### src/rtl/core/sssd_pkg.sv
// shared constants, types and segment table for the serial display driver
`default_nettype none

package sssd_pkg;

    localparam int DIGIT_COUNT = 4;
    localparam int BIN_W       = 16;
    localparam int BCD_W       = 4 * DIGIT_COUNT;
    localparam int FRAME_BITS  = 8 * DIGIT_COUNT;
    localparam int IDX_W       = $clog2(FRAME_BITS);
    localparam int CNT_W       = $clog2(BIN_W);

    localparam logic [7:0] SEG_F  = 8'b0000_0001;
    localparam logic [7:0] SEG_DP = 8'b0000_0010;
    localparam logic [7:0] SEG_E  = 8'b0000_0100;
    localparam logic [7:0] SEG_C  = 8'b0000_1000;
    localparam logic [7:0] SEG_D  = 8'b0001_0000;
    localparam logic [7:0] SEG_B  = 8'b0010_0000;
    localparam logic [7:0] SEG_A  = 8'b0100_0000;
    localparam logic [7:0] SEG_G  = 8'b1000_0000;

    typedef enum logic [1:0] {
        CONV_IDLE,
        CONV_RUN,
        CONV_DONE
    } t_conv_state;

    typedef struct packed {
        logic             valid;
        logic [BCD_W-1:0] bcd;
    } t_bcd_req;

    function automatic logic [7:0] glyph(input logic [3:0] digit);
        logic [7:0] seg;
        seg = 8'h00;
        case (digit)
            4'd0: seg = SEG_A | SEG_B | SEG_C | SEG_D | SEG_E | SEG_F;
            4'd1: seg = SEG_B | SEG_C;
            4'd2: seg = SEG_A | SEG_B | SEG_D | SEG_E | SEG_G;
            4'd3: seg = SEG_A | SEG_B | SEG_C | SEG_D | SEG_G;
            4'd4: seg = SEG_B | SEG_C | SEG_F | SEG_G;
            4'd5: seg = SEG_A | SEG_C | SEG_D | SEG_F | SEG_G;
            4'd6: seg = SEG_A | SEG_C | SEG_D | SEG_E | SEG_F | SEG_G;
            4'd7: seg = SEG_A | SEG_B | SEG_C;
            4'd8: seg = SEG_A | SEG_B | SEG_C | SEG_D | SEG_E | SEG_F | SEG_G;
            4'd9: seg = SEG_A | SEG_B | SEG_C | SEG_D | SEG_F | SEG_G;
            default: seg = 8'h00;
        endcase
        return seg;
    endfunction

endpackage

`default_nettype wire

### src/rtl/core/sssd_bcd_conv.sv
// bit-serial binary to bcd converter, shift and add three, one input bit per cycle
`default_nettype none

module sssd_bcd_conv (
    input  wire logic                         i_clk,
    input  wire logic                         i_rst_n,
    input  wire logic                         i_valid,
    output logic                              o_stall,
    input  wire logic [sssd_pkg::BIN_W-1:0]   i_display_value,
    output sssd_pkg::t_bcd_req                o_req,
    input  wire logic                         i_take
);
    import sssd_pkg::*;

    t_conv_state      r_state, n_state;
    logic [BIN_W-1:0] r_bin;
    logic [BCD_W-1:0] r_bcd;
    logic [CNT_W-1:0] r_cnt;
    logic [BCD_W-1:0] w_adj;
    logic             w_accept;

    assign w_accept = i_valid && !o_stall;

    // add three to every digit of five or more before the shift
    always_comb begin
        for (int d = 0; d < DIGIT_COUNT; d++) begin
            if (r_bcd[d*4 +: 4] >= 4'd5) begin
                w_adj[d*4 +: 4] = r_bcd[d*4 +: 4] + 4'd3;
            end else begin
                w_adj[d*4 +: 4] = r_bcd[d*4 +: 4];
            end
        end
    end

    always_comb begin
        n_state = r_state;
        unique case (r_state)
            CONV_IDLE: begin
                if (i_valid) begin
                    n_state = CONV_RUN;
                end
            end
            CONV_RUN: begin
                if (r_cnt == CNT_W'(BIN_W - 1)) begin
                    n_state = CONV_DONE;
                end
            end
            CONV_DONE: begin
                if (i_take) begin
                    n_state = CONV_IDLE;
                end
            end
            default: n_state = CONV_IDLE;
        endcase
    end

    always_comb begin
        o_stall     = (r_state != CONV_IDLE);
        o_req.valid = (r_state == CONV_DONE);
        o_req.bcd   = r_bcd;
    end

    always_ff @(posedge i_clk) begin
        if (!i_rst_n) begin
            r_state <= CONV_IDLE;
            r_cnt   <= '0;
        end else begin
            r_state <= n_state;
            if (w_accept) begin
                r_cnt <= '0;
            end else if (r_state == CONV_RUN) begin
                r_cnt <= r_cnt + 1'b1;
            end
        end
    end

    // carry out of the top digit drops, which keeps the value modulo ten thousand
    always_ff @(posedge i_clk) begin
        if (w_accept) begin
            r_bin <= i_display_value;
            r_bcd <= '0;
        end else if (r_state == CONV_RUN) begin
            r_bin <= {r_bin[BIN_W-2:0], 1'b0};
            r_bcd <= {w_adj[BCD_W-2:0], r_bin[BIN_W-1]};
        end
    end

    a_conv_len: assert property (@(posedge i_clk) disable iff (!i_rst_n)
        w_accept |-> ##(BIN_W + 1) o_req.valid)
        else $error("conversion did not finish in time");

    a_take_only_done: assert property (@(posedge i_clk) disable iff (!i_rst_n)
        (i_take && o_req.valid) |=> !o_req.valid && !o_stall)
        else $error("converter did not release after handoff");

    a_no_accept_busy: assert property (@(posedge i_clk) disable iff (!i_rst_n)
        (r_state == CONV_RUN) |-> o_stall && !o_req.valid)
        else $error("converter open during conversion");

endmodule

`default_nettype wire

### src/rtl/core/sssd_shifter.sv
// segment encoder and serial frame shifter, one bit per cycle while the output is not stalled
`default_nettype none

module sssd_shifter (
    input  wire logic               i_clk,
    input  wire logic               i_rst_n,
    input  wire logic               i_msb_first,
    input  wire sssd_pkg::t_bcd_req i_req,
    output logic                    o_take,
    output logic                    o_valid,
    input  wire logic               i_stall,
    output logic                    o_serial_bit,
    output logic [1:0]              o_digit_position,
    output logic                    o_last
);
    import sssd_pkg::*;

    logic                  r_active;
    logic [IDX_W-1:0]      r_idx;
    logic [FRAME_BITS-1:0] r_shift;
    logic [FRAME_BITS-1:0] w_frame;
    logic [IDX_W-1:0]      w_dig;
    logic                  w_step;

    assign o_take = i_req.valid && !r_active;
    assign w_step = r_active && !i_stall;

    // active-low bytes, bit order fixed at load
    always_comb begin
        logic [7:0] inv;
        for (int d = 0; d < DIGIT_COUNT; d++) begin
            inv = ~glyph(i_req.bcd[d*4 +: 4]);
            for (int j = 0; j < 8; j++) begin
                w_frame[d*8 + j] = i_msb_first ? inv[7-j] : inv[j];
            end
        end
    end

    assign w_dig            = r_idx >> 3;
    assign o_valid          = r_active;
    assign o_serial_bit     = r_shift[0];
    assign o_digit_position = w_dig[1:0];
    assign o_last           = r_active && (r_idx == IDX_W'(FRAME_BITS - 1));

    always_ff @(posedge i_clk) begin
        if (!i_rst_n) begin
            r_active <= 1'b0;
            r_idx    <= '0;
        end else begin
            if (o_take) begin
                r_active <= 1'b1;
                r_idx    <= '0;
            end else if (w_step) begin
                r_idx <= r_idx + 1'b1;
                if (r_idx == IDX_W'(FRAME_BITS - 1)) begin
                    r_active <= 1'b0;
                end
            end
        end
    end

    always_ff @(posedge i_clk) begin
        if (o_take) begin
            r_shift <= w_frame;
        end else if (w_step) begin
            r_shift <= r_shift >> 1;
        end
    end

    a_frame_end: assert property (@(posedge i_clk) disable iff (!i_rst_n)
        (o_valid && o_last && !i_stall) |=> !o_valid)
        else $error("shifter kept running past the last bit");

    a_frame_start: assert property (@(posedge i_clk) disable iff (!i_rst_n)
        o_take |=> o_valid && (o_digit_position == 2'd0) && !o_last)
        else $error("frame did not start at the ones digit");

    a_last_digit: assert property (@(posedge i_clk) disable iff (!i_rst_n)
        o_last |-> (o_digit_position == 2'(DIGIT_COUNT - 1)))
        else $error("last bit outside the top digit");

endmodule

`default_nettype wire

### src/rtl/core/seven_segment_serial_display_driver.sv
// top level: four-digit seven-segment serial display driver
// the first serial bit follows the bit-serial bcd conversion of an accepted request
// and the load of the frame shifter, which waits while the shifter is still busy
// requests are paced by the 32-bit frame shifter and by output stalls;
// the next request is converted while the current frame shifts out
// reset: synchronous active low, clears control state and msb_first to 0
`default_nettype none

module seven_segment_serial_display_driver (
    input  wire logic                         i_clk,
    input  wire logic                         i_rst_n,
    input  wire logic                         i_cfg_we,
    input  wire logic                         i_cfg_wdata,
    input  wire logic                         i_in_valid,
    output logic                              o_in_stall,
    input  wire logic [sssd_pkg::BIN_W-1:0]   i_display_value,
    output logic                              o_out_valid,
    input  wire logic                         i_out_stall,
    output logic                              o_serial_bit,
    output logic [1:0]                        o_digit_position,
    output logic                              o_last
);
    import sssd_pkg::*;

    logic     r_msb_first;
    t_bcd_req w_req;
    logic     w_take;

    always_ff @(posedge i_clk) begin
        if (!i_rst_n) begin
            r_msb_first <= 1'b0;
        end else if (i_cfg_we) begin
            r_msb_first <= i_cfg_wdata;
        end
    end

    sssd_bcd_conv u_conv (
        .i_clk           (i_clk),
        .i_rst_n         (i_rst_n),
        .i_valid         (i_in_valid),
        .o_stall         (o_in_stall),
        .i_display_value (i_display_value),
        .o_req           (w_req),
        .i_take          (w_take)
    );

    sssd_shifter u_shift (
        .i_clk            (i_clk),
        .i_rst_n          (i_rst_n),
        .i_msb_first      (r_msb_first),
        .i_req            (w_req),
        .o_take           (w_take),
        .o_valid          (o_out_valid),
        .i_stall          (i_out_stall),
        .o_serial_bit     (o_serial_bit),
        .o_digit_position (o_digit_position),
        .o_last           (o_last)
    );

endmodule

`default_nettype wire

### config.mk
export PLATFORM = sky130hd
export DESIGN_NAME = seven_segment_serial_display_driver
export DESIGN_NICKNAME = d
export VERILOG_FILES = /design/src/rtl/core/sssd_pkg.sv /design/src/rtl/core/sssd_bcd_conv.sv /design/src/rtl/core/sssd_shifter.sv /design/src/rtl/core/seven_segment_serial_display_driver.sv
export SDC_FILE = /design/constraint.sdc
export NUM_CORES = 1
export LEC_CHECK = 0
export BUFFER_PORTS_ARGS = -buffer_cell sky130_fd_sc_hd__buf_4
export CELL_PAD_IN_SITES_DETAIL_PLACEMENT = 0
export CELL_PAD_IN_SITES_GLOBAL_PLACEMENT = 1
export CORE_MARGIN = 2
export CORE_UTILIZATION = 48
export DETAILED_ROUTE_END_ITERATION = 8
export GPL_TIMING_DRIVEN = 1
export PLACE_DENSITY = 0.79
export SYNTH_ARGS = -nofsm -noshare
export SYNTH_HDL_FRONTEND = slang
export SYNTH_SLANG_ARGS = --single-unit
### constraint.sdc
create_clock -name i_clk -period 2.6 [get_ports i_clk]
set_input_delay 0.13 -clock i_clk [delete_from_list [all_inputs] [get_ports i_clk]]
set_output_delay 0.13 -clock i_clk [all_outputs]
set_load 0.01 [all_outputs]
==> reports/metrics.cfg, run 1 <==
[worst_setup_path]
reg2reg_from = u_conv.r_bcd[8]
crit_family = compound AO/OA/AOI/OAI gates
crit_buf_inv = 2
worstSetupPathType = register to register
reg2reg_slack_ps = 250
end_kind = register
crit_required_ps = 2870
cpPeakStageDelay_ps = 420
worst-path-max-fanout = 5
worstSetupStartpointType = register
arrival_ps = 2620
crit_slowest_cell = o31ai_1
crit_chain = inv_1 -> ha_1 -> nand2b_1 -> a21oi_1 -> o31ai_1 -> inv_1 -> ha_1 -> or3_1 -> o311ai_0
setup.worst_path.start = u_conv.r_bcd[8]
critical_path_cell_count = 9
ff2ff_path_depth = 9

[timing]
hold-worst-slack_ps = 21.3
fmax_mhz = 425
tightest_slew_ps = 534
hold_viol_final = 0
setup_viol = 0
maxSlewHeadroom_pct = 64.4
finClkSkew_ps = 14.5
final.setup.tns_ps = 0
finalMaxSlewViolations = 0
layout_min_cycle_time_ps = 2350
period_share_pct = 90.4
rsz0062_at_grt = yes

[yosys]
yosys_warnings = 0
ys_seq_area_share_pct = 49.5
synth_ff_type = dfxtp_1
ys_async_sr_fraction_pct = 0
synthCells = 520
syn-num-nets = 577
synthXorXnorAreaFrac_pct = 1.85
synth-seq-cells = 105
synthAdderAreaFrac_pct = 8.40
synth_compound_area_share_pct = 13.8
avgSynthCellArea_sq_um = 10.0
synth_edf_count = 48
synthMuxAreaShare_pct = 6.36
syn_area_sq_um = 5220
synth_top_family_by_area = simple AND/OR/NAND/NOR gates
ys_types = 61
synthSimpleGateAreaFrac_pct = 15.1

[clock_tree]
cts_buffers = 9
cts_tree = yes
clockBufferDepth = 2
htree_num_levels = 3
clockRootBuffer = clkbuf_8
path_clk_slew_ps = 100
cts.sinks = 105
clock_latency_ps = 360
ctsResizeCount = 0
cts_setup_buffers = 0

[grt]
antenna_found_initial = 0
grt_util_all_layers_pct = 16.9
grt_overflow = 0
grt_pass1_vias = 3368
grt_max_degree = 50
grt_first_pass_wirelength_um = 15700

[worst_hold_path]
min-delay-start = i_display_value[9]
hold_path_class = input port to register

[floorplanning]
dieWidth_um = 108
core_sq_um = 10700
fp.dieH_um = 108
initial_utilization_pct = 48.7
row_count = 38
die_area_sq_um = 11700
ios = 28

[job]
maxCapViolations = 0

[drt]
dr_total_vias = 3582
drt-initial-drc-count = 175
final_antenna_net_count = 0
firstDrtPassIters = 5
drc = 0
wl_um = 9310
vias_per_cell = 5.18
wl_per_cell_um = 13.5

[run_status]
status = complete, no violations

[power]
switching_share_pct = 25.6
p_int_mw = 2.73
peakVddDrop_mv = 0.279
pwr-share-clk_pct = 30.8
switchingPower_mw = 0.937
comb_power_share_pct = 15.8
power.density_nw_per_um2 = 631
power.static_leakage_nw = 2.40
seqPwrFrac_pct = 53.4

[placement]
dp_hpwl_um = 6570
dpl_cell_area_sq_um = 5570
io_buffers = 27
place_congestion = 0.820

[final_layout]
diodes = 0
final_common_cell = nand2_1
filler_cell_count = 973
layout_common_cells = nand2_1, dfxtp_1, edfxtp_1
design_area_sq_um = 5810
syn_to_final_growth_pct = 11.3
register_area_sq_um = 2580
multiInputGateArea_sq_um = 2370
layout-drive-gt1-share_pct = 17.2
final_nets = 604

## worst register-to-register path, stage by stage (launching register included)
cell      delay [ps]
dfxtp_1          410
inv_1            110
ha_1             240
nand2b_1         130
a21oi_1          120
o31ai_1          420
inv_1            160
ha_1             230
or3_1            360
o311ai_0          90
## per-layer routing
layer,global-route usage (%),share of wire (%)
met4,6.78,1.2
met1,23.3,51
met2,26.5,45
met3,2.89,3.0
met5,0,0
## worst min path at each step
stage,endpoint,slack [ps],cells past startpoint
after floorplan,u_conv.r_state[1],250,1
after global placement,u_conv.r_bin[12],390,3
after detailed placement,u_conv.r_bin[14],390,3
after CTS,u_conv.r_bin[12],1,3
after global routing,u_conv.r_bin[12],10,3
final,u_conv.r_bin[9],20,3
## kinds of logic (layout without fill, tap and decap cells)
| family | after synthesis | after routing |
|---|---|---|
| flip-flops | 105 | 105 |
| buffers and inverters | 59 | 91 |
| AO/OA/AOI/OAI | 108 | 108 |
| multiplexers | 30 | 30 |
| adder cells (fa/ha/maj) | 35 | 35 |
| XOR/XNOR | 11 | 11 |
| AND/OR/NAND/NOR | 172 | 172 |
## through the flow
step | power, mW | cells | worst slack (ps) | utilization (%)
5_1_grt | 3.86 | 692 | -3.98 | 54.3
6_report | 3.66 | 692 | 249 | 54.3
3_3_place_gp | 2.55 | 675 | 383 | 52.0
2_1_floorplan | 2.42 | 520 | 342 | -
4_1_cts | 3.70 | 692 | 229 | 54.3
3_5_place_dp | 2.57 | 675 | 259 | 52.0
## timing repair
action / CTS / global route
hold buffers: 1 / 0
endpoints found under the setup margin: 0 / 1
hold endpoints to repair: 1 / 0
## area by class of cell
| cell class | count | area share [%] |
|---|---|---|
| Clock buffer | 11 | 2.44 |
| Multi-Input combinational cell | 356 | 40.8 |
| Tap cell | 140 | 3.02 |
| Clock inverter | 5 | 1.49 |
| Timing Repair Buffer | 41 | 5.56 |
| Inverter | 34 | 2.20 |
| Sequential cell | 105 | 44.5 |
## power groups by stage
stage	registers (mW)	clock network, mW	logic (mW)
after floorplan	1.97	0	0.452
after global placement	1.98	0	0.571
after detailed placement	1.99	0	0.581
after CTS	1.96	1.16	0.586
after global routing	1.97	1.22	0.669
final	1.95	1.13	0.580
## synthesized netlist by cell type (6+ instances only)
library cell	number	share of area (%)
ha_1	35	8.4
a31oi_1	9	1.1
nand3_1	18	1.7
mux2_2	25	5.4
edfxtp_1	48	28
dfxtp_1	57	22
clkbuf_1	14	1.0
nor2_1	26	1.9
o21ai_0	43	4.1
a21oi_1	15	1.4
nand2b_1	6	0.72
inv_1	29	2.1
xnor2_1	6	1.0
nand2_1	91	6.5
a21o_1	7	1.0
and2_1	6	0.72
Power figures use the tool's default switching activity.
==> run 2, diff against run 1 <==
--- a/config.mk
+++ b/config.mk
@@ -12,7 +12,8 @@
 export CORE_UTILIZATION = 48
 export DETAILED_ROUTE_END_ITERATION = 8
 export GPL_TIMING_DRIVEN = 1
-export PLACE_DENSITY = 0.79
+export MAX_ROUTING_LAYER = met4
+export PLACE_DENSITY_LB_ADDON = 0.05
 export SYNTH_ARGS = -nofsm -noshare
 export SYNTH_HDL_FRONTEND = slang
 export SYNTH_SLANG_ARGS = --single-unit
==> reports/metrics.cfg, run 2 (synthesis results as in run 1) <==
[run_status]
status = complete, no violations

[clock_tree]
path_clk_slew_ps = 90  ; about the same
cts.sinks = 105  ; unchanged
cts_tree = yes
cts_buffers = 9  ; unchanged
clockBufferDepth = 2  ; unchanged
clock_latency_ps = 360  ; about the same
htree_num_levels = 3  ; unchanged
clockRootBuffer = clkbuf_8

[placement]
pre_cts_ws_ps = 253  ; -5.89 ps
dpl.cell_count = 678  ; +0.44%
io_buffers = 27  ; unchanged
dp_hpwl_um = 6730  ; +2.4%
dpl_cell_area_sq_um = 5590  ; +0.40%
place_congestion = 0.832  ; +1.4%

[grt]
met3_usage_pct = 2.35  ; -0.54 points
antenna_found_initial = 0  ; unchanged
busiest_layer = met2
grt_max_degree = 50  ; unchanged
grt_overflow = 0  ; unchanged
grt_first_pass_wirelength_um = 16300  ; +3.8%
grt_util_met1_pct = 25.8  ; +2.5 points
grt_pass1_vias = 3372  ; +0.12%
grt_use_met2_pct = 26.5  ; unchanged
grt_util_all_layers_pct = 18.2  ; +1.3 points

[final_layout]
final_nets = 607  ; +0.50%
filler_cell_count = 960  ; -1.3%
layout_common_cells = nand2_1, dfxtp_1, edfxtp_1
layout-drive-gt1-share_pct = 17.5  ; +0.27 points
finalNonFillerCells = 695  ; +0.43%
syn_to_final_growth_pct = 11.8
final_core_util_pct = 54.5  ; +0.21 points
diodes = 0  ; unchanged
design_area_sq_um = 5830  ; +0.39%
final_common_cell = nand2_1

[timing]
layout_min_cycle_time_ps = 2300  ; -53.3 ps
fmax_mhz = 435  ; +2.3%
hold-worst-slack_ps = 19.1  ; -2.13 ps
finClkSkew_ps = 8.73  ; -5.72 ps
final.setup.tns_ps = 0  ; unchanged
fin_ws_ps = 303  ; +53.3 ps
finalMaxSlewViolations = 0  ; unchanged
maxSlewHeadroom_pct = 64.9  ; +0.48 points
period_share_pct = 88.4  ; -2.0 points
rsz0062_at_grt = no
setup_viol = 0  ; unchanged
hold_viol_final = 0  ; unchanged
tightest_slew_ps = 526  ; -8.23 ps

[floorplanning]
initial_utilization_pct = 48.7  ; unchanged
fp.dieH_um = 108  ; unchanged
core_sq_um = 10700  ; unchanged
die_area_sq_um = 11700  ; unchanged
dieWidth_um = 108  ; unchanged
row_count = 38  ; unchanged
ios = 28  ; unchanged

[drt]
final_antenna_net_count = 0  ; unchanged
wl_per_cell_um = 13.6  ; +1.2%
wl_um = 9460  ; +1.7%
drc = 0  ; unchanged
vias_per_cell = 5.17  ; about the same
drt-initial-drc-count = 180  ; +2.9%
dr_total_vias = 3595  ; +0.36%
firstDrtPassIters = 4  ; -1

[worst_setup_path]
crit_required_ps = 2870  ; about the same
critical_path_cell_count = 10  ; +1
end_kind = register
crit_slowest_cell = dfxtp_1
crit_family = simple AND/OR/NAND/NOR gates
crit_buf_inv = 2  ; unchanged
crit_chain = inv_1 -> ha_1 -> nand2b_1 -> nor3b_1 -> a21oi_1 -> o21ai_0 -> inv_1 -> ha_1 -> or3_1 -> o311ai_1
arrival_ps = 2570  ; -50 ps
worstSetupStartpointType = register
ff2ff_path_depth = 10  ; +1
worstSetupPathType = register to register
worst-path-max-fanout = 4  ; -1
cpPeakStageDelay_ps = 410  ; about the same

[job]
maxCapViolations = 0  ; unchanged

[power]
peakVddDrop_mv = 0.316  ; +13%
power_mw = 3.69  ; +0.68%
power.density_nw_per_um2 = 633  ; +0.29%
power.static_leakage_nw = 2.41  ; +0.58%

[worst_hold_path]
hold_path_class = input port to register
hold-path-cell-count = 3  ; unchanged

run 2: cell types whose count changed in the layout (fill, tap and decap cells not counted), sizes merged:
| cell | before | now |
|---|---|---|
| buf | 40 | 43 |
| clkbuf | 11 | 14 |
| clkinv | 3 | 1 |
| inv | 34 | 33 |
run 2: power breakdown:
| group | total, mW | switching [mW] | internal, mW |
|---|---|---|---|
| registers | 1.97 | 0.0958 | 1.88 |
| logic | 0.586 | 0.308 | 0.278 |
| clock network | 1.13 | 0.532 | 0.598 |
run 2: area by class of cell:
class | instances | area [sq um] | area share [%]
Sequential cell | 105 | 2580 | 44.3
Timing Repair Buffer | 44 | 345 | 5.93
Tap cell | 140 | 175 | 3.01
Inverter | 34 | 128 | 2.19
Multi-Input combinational cell | 356 | 2370 | 40.7
Clock buffer | 14 | 163 | 2.79
Clock inverter | 2 | 60.1 | 1.03
run 2: what timing repair did:
item	CTS	global route
endpoints found under the setup margin	0	1
endpoints found under the hold margin	1	0
buffers inserted	0	0
hold buffers	1	0
resized for setup	0	1
run 2: worst paths after layout:
check	startpoint	end	slack [ps]
worst max-delay path	u_conv.r_bcd[0]	register	300
worst min-delay path	i_display_value[13]	u_conv.r_bin[13]	20
worst min register to register	u_conv.r_cnt[1]	u_conv.r_cnt[1]	490
worst max register to register	u_conv.r_bcd[0]	register	300
run 2: tightest hold or removal path, delay by kind of cell:
kind	cells	cell delay, ps
buffers and inverters	1	70
AND/OR/NAND/NOR	2	80
run 2: layer usage:
metal | up-vias | wire [um]
met5 | - | 0
met1 | 1680 | 4850
met3 | 10 | 252
met4 | 0 | 142
met2 | 48 | 4220
li1 | 1857 | -
==> run 3, diff against run 2 <==
==> constraint.sdc (replaced) <==
create_clock -name i_clk -period 2.3 [get_ports i_clk]
set_input_delay 0.115 -clock i_clk [delete_from_list [all_inputs] [get_ports i_clk]]
set_output_delay 0.115 -clock i_clk [all_outputs]
set_load 0.01 [all_outputs]
==> reports/metrics.cfg, run 3 (synthesis results as in run 1) <==
[timing]
setup_viol = 0  ; unchanged
hold-worst-slack_ps = 7.74  ; -11.4 ps
tightest_slew_ps = 416  ; -110 ps
final.setup.tns_ps = 0  ; unchanged
fin_ws_ps = 139  ; -164 ps
period_share_pct = 94.0  ; +5.6 points
layout_min_cycle_time_ps = 2160  ; -136 ps
hold_viol_final = 0  ; unchanged
finClkSkew_ps = 8.02  ; -0.712 ps
rsz0062_at_grt = no
finalMaxSlewViolations = 0  ; unchanged
maxSlewHeadroom_pct = 72.3  ; +7.4 points
fmax_mhz = 463  ; +6.3%

[floorplanning]
row_count = 38  ; unchanged
dieWidth_um = 108  ; unchanged
ios = 28  ; unchanged
fp.dieH_um = 108  ; unchanged
core_sq_um = 10700  ; unchanged
die_area_sq_um = 11700  ; unchanged
initial_utilization_pct = 48.7  ; unchanged

[run_status]
status = complete, no violations

[placement]
dpl_cell_area_sq_um = 5650  ; +0.98%
io_buffers = 27  ; unchanged
place_congestion = 0.770  ; -7.4%
dp_hpwl_um = 6630  ; -1.4%
pre_cts_ws_ps = 8.18  ; -245 ps

[grt]
grt_pass1_vias = 3289  ; -2.5%
grt_util_all_layers_pct = 17.4  ; -0.80 points
grt_use_met2_pct = 26.8  ; +0.27 points
grt_max_degree = 50  ; unchanged
grt_first_pass_wirelength_um = 15600  ; -4.0%
antenna_found_initial = 0  ; unchanged
grt_util_met1_pct = 23.8  ; -2.0 points
met3_usage_pct = 2.35  ; unchanged
grt_overflow = 0  ; unchanged
busiest_layer = met2

[clock_tree]
htree_num_levels = 3  ; unchanged
clockBufferDepth = 2  ; unchanged
path_clk_slew_ps = 100  ; about the same
clock_latency_ps = 370  ; about the same
cts.sinks = 105  ; unchanged
clockRootBuffer = clkbuf_8
cts_buffers = 9  ; unchanged
cts_tree = yes

[worst_setup_path]
reg2reg_slack_ps = 140  ; -160 ps
ff2ff_path_depth = 9  ; -1
worstSetupPathType = register to register
arrival_ps = 2450  ; -120 ps
end_kind = register
reg2reg_from = u_conv.r_bcd[1]
worstSetupStartpointType = register
crit_required_ps = 2590  ; -280 ps
worst-path-max-fanout = 6  ; +2

[power]
power.static_leakage_nw = 2.49  ; +3.2%
power_mw = 4.15  ; +12%
power.density_nw_per_um2 = 693  ; +9.5%
peakVddDrop_mv = 0.389  ; +23%

[worst_hold_path]
min-delay-start = i_display_value[9]
hold-path-cell-count = 3  ; unchanged
min_delay_worst_endpoint = u_conv.r_bin[9]
hold_path_class = input port to register

[final_layout]
layout-drive-gt1-share_pct = 19.4  ; +1.9 points
diodes = 0  ; unchanged
layout_common_cells = nand2_1, dfxtp_1, edfxtp_1
final_nets = 620  ; +2.1%
filler_cell_count = 927  ; -3.4%
multiInputGateArea_sq_um = 2400  ; +1.1%
register_area_sq_um = 2580  ; about the same
design_area_sq_um = 5990  ; +2.7%
final_common_cell = nand2_1
syn_to_final_growth_pct = 14.8

[drt]
vias_per_cell = 5.08  ; -1.7%
final_antenna_net_count = 0  ; unchanged
firstDrtPassIters = 4  ; unchanged
drt-initial-drc-count = 153  ; -15%
wl_um = 9420  ; -0.42%
dr_total_vias = 3600  ; +0.14%
wl_per_cell_um = 13.3  ; -2.3%
drc = 0  ; unchanged

[job]
maxCapViolations = 0  ; unchanged

-- run 3: cell type report --
class / count / share of cell area (%)
Sequential cell: 105 / 43.2
Timing Repair Buffer: 57 / 8.15
Inverter: 34 / 2.13
Clock inverter: 6 / 1.38
Multi-Input combinational cell: 356 / 40.1
Tap cell: 140 / 2.93
Clock buffer: 10 / 2.13
-- run 3: critical path, cell delays in order (launching register included) --
cell and delay (ps):
dfxtp_1 330, inv_1 80, ha_1 180, nand2b_1 170, a21oi_2 230, mux2_2 370, o22a_1 270, inv_1 160
nand2_1 100, o22ai_1 180
-- run 3: per-stage QoR --
| stage | util (%) | std cells |
|---|---|---|
| final | 56.0 | 708 |
| after global routing | 56.0 | 708 |
| after CTS | 55.6 | 707 |
| after floorplan | - | 520 |
| after global placement | 52.8 | 682 |
| after detailed placement | 52.8 | 682 |
-- run 3: power breakdown --
group | internal, mW | switching [mW]
combinational | 0.346 | 0.370
sequential | 2.12 | 0.0944
clock | 0.608 | 0.607
-- run 3: how the worst max path moves through the flow --
stage	from	to	slack, ps
2_1_floorplan	u_conv.r_bcd[5]	register	40
3_3_place_gp	u_conv.r_bcd[8]	register	110
3_5_place_dp	u_conv.r_bcd[8]	register	8
4_1_cts	u_conv.r_bcd[8]	register	70
5_1_grt	u_conv.r_state[1]	register	2
6_report	u_conv.r_bcd[1]	register	140
-- run 3: repair_timing --
item | 4_1_cts | 5_1_grt
hold buffers | 9 | 0
gates resized for setup | 2 | 8
hold endpoints to repair | 9 | 0
pin swaps | 0 | 3
buffers inserted | 0 | 1
endpoints found under the setup margin | 2 | 11
gates cloned | 0 | 0
-- run 3: per-layer routing --
layer / part of all wire, % / vias up
met1: 51 / 1666
li1: - / 1881
met3: 2.3 / 10
met5: 0 / -
met2: 45 / 43
met4: 1.5 / 0
